==> src/rtl/dmsd_pkg.sv <==
`timescale 1ns / 1ps

package dmsd_pkg;

    localparam int unsigned POWER_W  = 8;
    localparam int unsigned TARGET_W = 9;

    // command codes; code 3 is unused and leaves all state as it is
    localparam logic [1:0] OP_SET   = 2'd0;
    localparam logic [1:0] OP_TICK  = 2'd1;
    localparam logic [1:0] OP_BRAKE = 2'd2;

    localparam logic [POWER_W-1:0] FULL_DUTY       = 8'hFF;
    localparam logic [POWER_W-1:0] RAMP_STEP_RESET = 8'd1;

    // per-lane strobes, already qualified by the accepted word
    typedef struct packed {
        logic                 load;
        logic                 tick;
        logic                 brake;
        logic                 braking_next;
        logic [POWER_W-1:0]   ramp_step;
    } lane_ctrl_t;

    // what one lane reports for the state after the word
    typedef struct packed {
        logic                 dir;
        logic [POWER_W-1:0]   duty;
        logic                 at_goal;
    } lane_stat_t;

endpackage

==> src/rtl/dmsd_if.sv <==
`timescale 1ns / 1ps

interface dmsd_in_if;
    logic                                  valid;
    logic                                  ready;
    logic [1:0]                            operation;
    logic signed [dmsd_pkg::TARGET_W-1:0]  left_target;
    logic signed [dmsd_pkg::TARGET_W-1:0]  right_target;

    modport source (output valid, output operation, output left_target,
                    output right_target, input ready);
    modport sink   (input valid, input operation, input left_target,
                    input right_target, output ready);
endinterface

interface dmsd_out_if;
    logic                            valid;
    logic                            ready;
    logic                            left_dir;
    logic [dmsd_pkg::POWER_W-1:0]    left_duty;
    logic                            right_dir;
    logic [dmsd_pkg::POWER_W-1:0]    right_duty;
    logic                            settled;

    modport source (output valid, output left_dir, output left_duty,
                    output right_dir, output right_duty, output settled,
                    input ready);
    modport sink   (input valid, input left_dir, input left_duty,
                    input right_dir, input right_duty, input settled,
                    output ready);
endinterface

interface dmsd_cfg_if;
    logic                            valid;
    logic                            ready;
    logic [dmsd_pkg::POWER_W-1:0]    data;

    modport source (output valid, output data, input ready);
    modport sink   (input valid, input data, output ready);
endinterface

==> src/rtl/dmsd_lane.sv <==
`timescale 1ns / 1ps

module dmsd_lane
(
    input  logic                                 clk,
    input  logic                                 rst_n,
    input  dmsd_pkg::lane_ctrl_t                 ctrl,
    input  logic signed [dmsd_pkg::TARGET_W-1:0] target,
    output dmsd_pkg::lane_stat_t                 stat
);

    logic [dmsd_pkg::POWER_W-1:0]  power_reg, power_next;
    logic [dmsd_pkg::POWER_W-1:0]  goal_reg, goal_next;
    logic                          fwd_reg, fwd_next;

    logic                          target_fwd;
    logic [dmsd_pkg::TARGET_W-1:0] target_abs;
    logic [dmsd_pkg::POWER_W-1:0]  target_mag;
    logic [dmsd_pkg::POWER_W-1:0]  gap_up, gap_down;
    logic [dmsd_pkg::POWER_W-1:0]  ramped;

    // strictly positive is forward; saturate the magnitude of -256
    assign target_fwd = !target[dmsd_pkg::TARGET_W-1] && (target != '0);
    assign target_abs = target[dmsd_pkg::TARGET_W-1] ? (~target + 1'b1) : target;
    assign target_mag = target_abs[dmsd_pkg::TARGET_W-1] ? dmsd_pkg::FULL_DUTY
                                                         : target_abs[dmsd_pkg::POWER_W-1:0];

    assign gap_up   = goal_reg - power_reg;
    assign gap_down = power_reg - goal_reg;

    // step toward the goal, clamp at it
    always_comb
    begin
        if (power_reg < goal_reg)
        begin
            ramped = (gap_up > ctrl.ramp_step) ? power_reg + ctrl.ramp_step : goal_reg;
        end
        else if (power_reg > goal_reg)
        begin
            ramped = (gap_down > ctrl.ramp_step) ? power_reg - ctrl.ramp_step : goal_reg;
        end
        else
        begin
            ramped = power_reg;
        end
    end

    always_comb
    begin
        power_next = power_reg;
        goal_next  = goal_reg;
        fwd_next   = fwd_reg;
        if (ctrl.load)
        begin
            goal_next = target_mag;
            fwd_next  = target_fwd;
            if (target_fwd != fwd_reg)
            begin
                power_next = '0;
            end
        end
        else if (ctrl.tick)
        begin
            power_next = ramped;
        end
        else if (ctrl.brake)
        begin
            power_next = '0;
        end
    end

    always_ff @(posedge clk or negedge rst_n)
    begin
        if (!rst_n)
        begin
            power_reg <= '0;
            goal_reg  <= '0;
            fwd_reg   <= 1'b0;
        end
        else
        begin
            power_reg <= power_next;
            goal_reg  <= goal_next;
            fwd_reg   <= fwd_next;
        end
    end

    always_comb
    begin
        stat.dir     = ctrl.braking_next || fwd_next;
        stat.at_goal = (power_next == goal_next);
        if (ctrl.braking_next)
        begin
            stat.duty = dmsd_pkg::FULL_DUTY;
        end
        else if (fwd_next)
        begin
            stat.duty = dmsd_pkg::FULL_DUTY - power_next;
        end
        else
        begin
            stat.duty = power_next;
        end
    end

`ifndef SYNTH
    a_brake_zeroes: assert property (@(posedge clk) disable iff (!rst_n)
        ctrl.brake && !ctrl.load && !ctrl.tick |=> power_reg == '0)
        else $error("power not zero after brake");

    a_reverse_zeroes: assert property (@(posedge clk) disable iff (!rst_n)
        ctrl.load && (target_fwd != fwd_reg) |=> power_reg == '0)
        else $error("power not zero after direction change");

    a_no_overshoot: assert property (@(posedge clk) disable iff (!rst_n)
        ctrl.tick && !ctrl.load && (power_reg <= goal_reg) |=> power_reg <= goal_reg)
        else $error("ramp passed the goal");
`endif

endmodule

==> src/rtl/dmsd_merge.sv <==
`timescale 1ns / 1ps

module dmsd_merge
(
    input  logic                 clk,
    input  logic                 rst_n,
    input  logic                 take,
    input  dmsd_pkg::lane_stat_t left,
    input  dmsd_pkg::lane_stat_t right,
    output logic                 space,
    dmsd_out_if.source           result
);

    logic                          valid_reg, valid_next;
    logic                          left_dir_reg, right_dir_reg, settled_reg;
    logic [dmsd_pkg::POWER_W-1:0]  left_duty_reg, right_duty_reg;

    // the register frees up in the same cycle the held word is taken
    assign space = !valid_reg || result.ready;

    always_comb
    begin
        valid_next = valid_reg;
        if (take)
        begin
            valid_next = 1'b1;
        end
        else if (result.ready)
        begin
            valid_next = 1'b0;
        end
    end

    always_ff @(posedge clk or negedge rst_n)
    begin
        if (!rst_n)
        begin
            valid_reg <= 1'b0;
        end
        else
        begin
            valid_reg <= valid_next;
        end
    end

    // payload: load on take, hold otherwise
    always_ff @(posedge clk)
    begin
        if (take)
        begin
            left_dir_reg   <= left.dir;
            left_duty_reg  <= left.duty;
            right_dir_reg  <= right.dir;
            right_duty_reg <= right.duty;
            settled_reg    <= left.at_goal && right.at_goal;
        end
    end

    assign result.valid      = valid_reg;
    assign result.left_dir   = left_dir_reg;
    assign result.left_duty  = left_duty_reg;
    assign result.right_dir  = right_dir_reg;
    assign result.right_duty = right_duty_reg;
    assign result.settled    = settled_reg;

endmodule

==> src/rtl/dual_motor_soft_start_driver.sv <==
`timescale 1ns / 1ps

// Two-channel H-bridge drive with slew-limited power. Each word on cmd is a
// set (load signed targets), a tick (move each power one ramp_step toward its
// goal) or a brake (zero both powers, all pins high until the next set); every
// word yields exactly one result word on result showing direction level and
// duty per channel plus a settled flag, for the state after that word. The
// block takes one word per clock unless the result stalls: both lanes update
// their state in the cycle the word is accepted, and the result lands in a
// single output register, which the accept loads. A stalled result holds
// the output register, and cmd.ready then follows result.ready, so a word is
// still taken in the very cycle the held result leaves. ramp_step is written
// through cfg, which is always ready; write it only while the block is idle.

module dual_motor_soft_start_driver
(
    input  logic      clk,
    input  logic      rst_n,
    dmsd_in_if.sink   cmd,
    dmsd_cfg_if.sink  cfg,
    dmsd_out_if.source result
);

    logic                           take;
    logic                           space;
    logic                           braking_reg, braking_next;
    logic [dmsd_pkg::POWER_W-1:0]   ramp_step_reg;
    logic                           is_set, is_tick, is_brake;
    dmsd_pkg::lane_ctrl_t           ctrl;
    dmsd_pkg::lane_stat_t           left_stat, right_stat;

    // accept a command word whenever the output register can take its result
    assign cmd.ready = space;
    assign take      = cmd.valid && space;
    assign cfg.ready = 1'b1;

    // decode the command; the unused code changes nothing
    always_comb
    begin
        is_set   = 1'b0;
        is_tick  = 1'b0;
        is_brake = 1'b0;
        case (cmd.operation)
            dmsd_pkg::OP_SET:   is_set   = 1'b1;
            dmsd_pkg::OP_TICK:  is_tick  = 1'b1;
            dmsd_pkg::OP_BRAKE: is_brake = 1'b1;
            default:            ;
        endcase
    end

    // brake latches until the next set; ticks are dropped while braking
    always_comb
    begin
        braking_next = braking_reg;
        if (take && is_set)
        begin
            braking_next = 1'b0;
        end
        else if (take && is_brake)
        begin
            braking_next = 1'b1;
        end
    end

    always_ff @(posedge clk or negedge rst_n)
    begin
        if (!rst_n)
        begin
            braking_reg   <= 1'b0;
            ramp_step_reg <= dmsd_pkg::RAMP_STEP_RESET;
        end
        else
        begin
            braking_reg <= braking_next;
            if (cfg.valid)
            begin
                ramp_step_reg <= cfg.data;
            end
        end
    end

    always_comb
    begin
        ctrl.load         = take && is_set;
        ctrl.tick         = take && is_tick && !braking_reg;
        ctrl.brake        = take && is_brake;
        ctrl.braking_next = braking_next;
        ctrl.ramp_step    = ramp_step_reg;
    end

    // one lane per bridge, same control, own target
    dmsd_lane u_left
    (
        .clk    (clk),
        .rst_n  (rst_n),
        .ctrl   (ctrl),
        .target (cmd.left_target),
        .stat   (left_stat)
    );

    dmsd_lane u_right
    (
        .clk    (clk),
        .rst_n  (rst_n),
        .ctrl   (ctrl),
        .target (cmd.right_target),
        .stat   (right_stat)
    );

    // combine the lanes into the result word and hold it for the sink
    dmsd_merge u_merge
    (
        .clk    (clk),
        .rst_n  (rst_n),
        .take   (take),
        .left   (left_stat),
        .right  (right_stat),
        .space  (space),
        .result (result)
    );

endmodule

==> src/flat_wrapper.sv <==
// flat-port wrapper written by rule: the top's interface ports become plain ports
module dual_motor_soft_start_driver_flat 
  (clk, rst_n, cmd_valid, cmd_operation, cmd_left_target, cmd_right_target, cmd_ready, cfg_valid, cfg_data, cfg_ready, result_valid, result_left_dir, result_left_duty, result_right_dir, result_right_duty, result_settled, result_ready);
  dmsd_in_if cmd_i ();
  dmsd_cfg_if cfg_i ();
  dmsd_out_if result_i ();
  input  logic clk;
  input  logic rst_n;
  input wire logic [$bits(cmd_i.valid)-1:0] cmd_valid;
  input wire logic [$bits(cmd_i.operation)-1:0] cmd_operation;
  input wire logic [$bits(cmd_i.left_target)-1:0] cmd_left_target;
  input wire logic [$bits(cmd_i.right_target)-1:0] cmd_right_target;
  output wire logic [$bits(cmd_i.ready)-1:0] cmd_ready;
  input wire logic [$bits(cfg_i.valid)-1:0] cfg_valid;
  input wire logic [$bits(cfg_i.data)-1:0] cfg_data;
  output wire logic [$bits(cfg_i.ready)-1:0] cfg_ready;
  output wire logic [$bits(result_i.valid)-1:0] result_valid;
  output wire logic [$bits(result_i.left_dir)-1:0] result_left_dir;
  output wire logic [$bits(result_i.left_duty)-1:0] result_left_duty;
  output wire logic [$bits(result_i.right_dir)-1:0] result_right_dir;
  output wire logic [$bits(result_i.right_duty)-1:0] result_right_duty;
  output wire logic [$bits(result_i.settled)-1:0] result_settled;
  input wire logic [$bits(result_i.ready)-1:0] result_ready;
  assign cmd_i.valid = cmd_valid;
  assign cmd_i.operation = cmd_operation;
  assign cmd_i.left_target = cmd_left_target;
  assign cmd_i.right_target = cmd_right_target;
  assign cmd_ready = cmd_i.ready;
  assign cfg_i.valid = cfg_valid;
  assign cfg_i.data = cfg_data;
  assign cfg_ready = cfg_i.ready;
  assign result_valid = result_i.valid;
  assign result_left_dir = result_i.left_dir;
  assign result_left_duty = result_i.left_duty;
  assign result_right_dir = result_i.right_dir;
  assign result_right_duty = result_i.right_duty;
  assign result_settled = result_i.settled;
  assign result_i.ready = result_ready;
  dual_motor_soft_start_driver u_core (.clk(clk), .rst_n(rst_n), .cmd(cmd_i), .cfg(cfg_i), .result(result_i));
endmodule
==> config.mk <==
export PLATFORM = sky130hd
export DESIGN_NAME = dual_motor_soft_start_driver_flat
export DESIGN_NICKNAME = d
export VERILOG_FILES = /design/src/rtl/dmsd_pkg.sv /design/src/rtl/dmsd_if.sv /design/src/rtl/dmsd_lane.sv /design/src/rtl/dmsd_merge.sv /design/src/rtl/dual_motor_soft_start_driver.sv /design/src/flat_wrapper.sv
export SDC_FILE = /design/constraint.sdc
export NUM_CORES = 1
export LEC_CHECK = 0
export ABC_AREA = 1
export BUFFER_PORTS_ARGS = -buffer_cell sky130_fd_sc_hd__buf_2
export CAP_MARGIN = 20
export CORE_ASPECT_RATIO = 0.8
export CORE_UTILIZATION = 46
export DETAILED_ROUTE_END_ITERATION = 16
export MAX_ROUTING_LAYER = met4
export PLACE_DENSITY = 0.74
export SYNTH_ARGS = -nofsm -noshare
export SYNTH_HDL_FRONTEND = slang
export SYNTH_SLANG_ARGS = --single-unit
==> constraint.sdc <==
create_clock -name clk -period 3.3 [get_ports clk]
set_input_delay 0.495 -clock clk [delete_from_list [all_inputs] [get_ports clk]]
set_output_delay 0.495 -clock clk [all_outputs]
set_load 0.005 [all_outputs]
==> out/metrics.yaml <==
viasPerCell: 5.445
globalplace.congestion: 1.014
max_clock_freq_ghz: 0.2533
drc: 0
fin_crit_ps: 3947
ir_worst_vdd_uv: 492.5
place_hpwl_um: 18620
avgSynthCellArea_um2: 6.987
cts_root_buffer: "clkbuf_16"
crit_arrival_ps: 4160
yosysTopAreaCell: "ha_1"
critPathMaxStageDelay_ps: 390
fin_util: 0.6228
p_per_area_nw_per_um2: 1114
worstSetupPathType: "reg -> reg"
htreeDepth: 3
power_mw: 11.14
pwr-share-clk: 0.089
nets: 1417
crit_slowest_cell: "dfrtp_1"
drtIter0Drc: 815
async_reset_ff_frac: 0.6984
postCtsHoldBufs: 0
numCtsBuffers: 9
final_cell_mix: "246 x nand2_1, 141 x inv_1, 122 x buf_4"
rsz0062_at_grt: "true"
setup_viol: 33
ioPinCount: 55
grt_overflow: 0
vias: 8200
violations: "negative setup slack"
period_share: 1.196
slew_headroom: 0.3626
grt.total_usage: 0.2941
drt_wl_total_um: 25440
wl_per_cell_um: 16.89
p_sw_frac: 0.5275
critPathLaunchType: "flop"
numPortBuffers: 53
clk_pin_slew_worst_paths_ps: 70
ys_ff_latch: 63
cp_max_fo: 5
core_area_um2: 16060
hold_class: "in -> async"
cp-end-kind: "flop"
tightest_slew_ps: 956.0
die_area_um2: 17260
die_h_um: 117.7
maxSlewViolCount: 0
area_growth_pct: 29.87
p_switching_mw: 5.874
synth_fp_nets: 1233
ys_warn_count: 0
clockBufferDepth: 2
p_int_mw: 5.262
antenna_found_initial: 0
rr_worst_depth: 26
mostFrequentLayoutCell: "nand2_1"
final_area_um2: 10000
hold_violations: 0
ys_seq_area_frac: 0.2173
grt_max_degree: 37
setup_ws_ps: -647.4
crit_top_cell: "nand2_1"
status: "finished, violations left"
clk-insertion-delay-late_ps: 350
cts_tree: "yes"
die_w_um: 146.7
synth_cells: 1102
cp_num_cells: 26
start_util: 0.4795
dr.pass1.iters: 6
grt_pass1_vias: 7556
netlist.area_leader.share: 0.1462
synth_area_leaders: "ha_1 15%, nand2_1 14%, dfrtp_1 14%"
path_delay_family: "simple AND/OR/NAND/NOR gates"
synth_edf_count: 19
ys_types: 52
power_frac_seq: 0.105
drive_gt1_frac: 0.3431
critPathBufInv: 5
final_antenna_net_count: 0
place_area_um2: 8957
netlist_area_um2: 7700
drv_cap: 0
holdWs_ps: 296.8
num_rows: 41
ys.flop_type: "dfrtp_1"
power_leakage_nw: 5.339
share_comb_of_total_power: 0.806
grt_pass1_wl_um: 38880
diodes: 0
required_ps: 3510
setup_tns_ps: -9638
finalClockSkew_ps: 14.50
clock-sinks: 63
final cells by class:
class,count,area [µm²]
Inverter,174,669.4
Tap cell,215,269.0
Timing Repair Buffer,197,1438
Fill cell,1368,6057
Sequential cell,63,1677
Multi-Input combinational cell,841,5648
Clock buffer,10,229.0
Clock inverter,6,70.07
worst reg2reg max path, cell delays in order, from the launching register on:
cell	delay [ps]
dfrtp_1	390
inv_2	80
ha_4	140
inv_2	40
fa_2	380
a221o_1	340
buf_4	140
buf_4	120
buf_4	120
xor2_1	140
ha_1	270
nand2_1	80
nor2_4	180
nand4_4	200
nand2_4	160
nand2_2	60
nand2_2	60
nor2_2	30
nor2_1	100
nand2_1	80
nand2_2	100
nand2_4	70
nand2_1	80
nand3_2	70
nor2_1	140
nand2_1	120
nor2_1	120
final timing paths:
kind                                              from  slack [ps]                       endpoint
min                                              rst_n         300        u_core.ramp_step_reg[5]
min in group clk                           cfg_data[4]         370        u_core.ramp_step_reg[4]
min reg2reg                u_core.u_merge.result.valid         530    u_core.u_merge.result.valid
max in group asynchronous                        rst_n        2290      u_core.u_left.goal_reg[6]
max reg2reg                 u_core.u_right.goal_reg[0]        -650  u_core.u_merge.result.settled
max                         u_core.u_right.goal_reg[0]        -650  u_core.u_merge.result.settled
layer usage:
metal	track usage	share of wire
met4	0.06641	0.020
met2	0.4102	0.42
met5	-	0
met1	0.4376	0.47
met3	0.04884	0.095
synth_stat cells (3+ instances only):
cell type    n
buf_6        6
fa_1         8
a31oi_1     11
o22ai_1      3
ha_1        90
a21oi_2      9
a21oi_1     47
xor2_1      40
clkinv_1     3
nor2_1      51
inv_1      154
nand2_1    295
nor2_2       8
a22oi_1      6
nand2_4      9
nand2_2     37
xnor2_1      6
inv_4        3
nand3_2     13
clkbuf_1     3
a21o_1       6
nand3_1     90
o21ai_0     50
edfxtp_1    19
o21ai_2      5
buf_2        7
or2_2        3
o21ai_1      9
nand4_2      3
inv_2       13
dfrtp_1     43
nand4_1     17
buf_4        8
metrics by stage:
step / setup slack [ps] / cells
2_1_floorplan: -176.3 / 1102
3_3_place_gp: -506.8 / 1463
3_5_place_dp: -640.9 / 1463
4_1_cts: -458.6 / 1496
5_1_grt: -878.7 / 1506
6_report: -647.4 / 1506
power by group through the flow:
stage	Clock, mW	Sequential (mW)	Combinational, mW
floorplan	0	1.22	4.85
global route	1.01	1.19	9.74
finish	0.995	1.17	8.97
global placement	0	1.17	7.00
detailed placement	0	1.17	7.12
CTS	0.994	1.16	7.99
logic make-up (layout without fill, tap and decap cells):
group / Yosys count / after routing / synth area share
buffers and inverters: 201 / 387 / 0.1137
adders and majority gates: 98 / 98 / 0.1670
AOI/OAI and AO/OA: 156 / 156 / 0.1207
muxes: 1 / 1 / 0.001462
and+or+nand+nor: 536 / 539 / 0.3269
DFF: 63 / 63 / 0.2173
xor gates and xnor gates: 46 / 46 / 0.05232
other: 1 / 1 / 0.0004870
timing repair:
action | in CTS | in global routing
gates cloned | 3 | 0
endpoints found under the hold margin | 0 | 0
pin swaps | 58 | 75
gates resized for setup | 87 | 85
buffers inserted | 14 | 16
setup endpoints to repair | 33 | 33
Power figures use the tool's default switching activity.
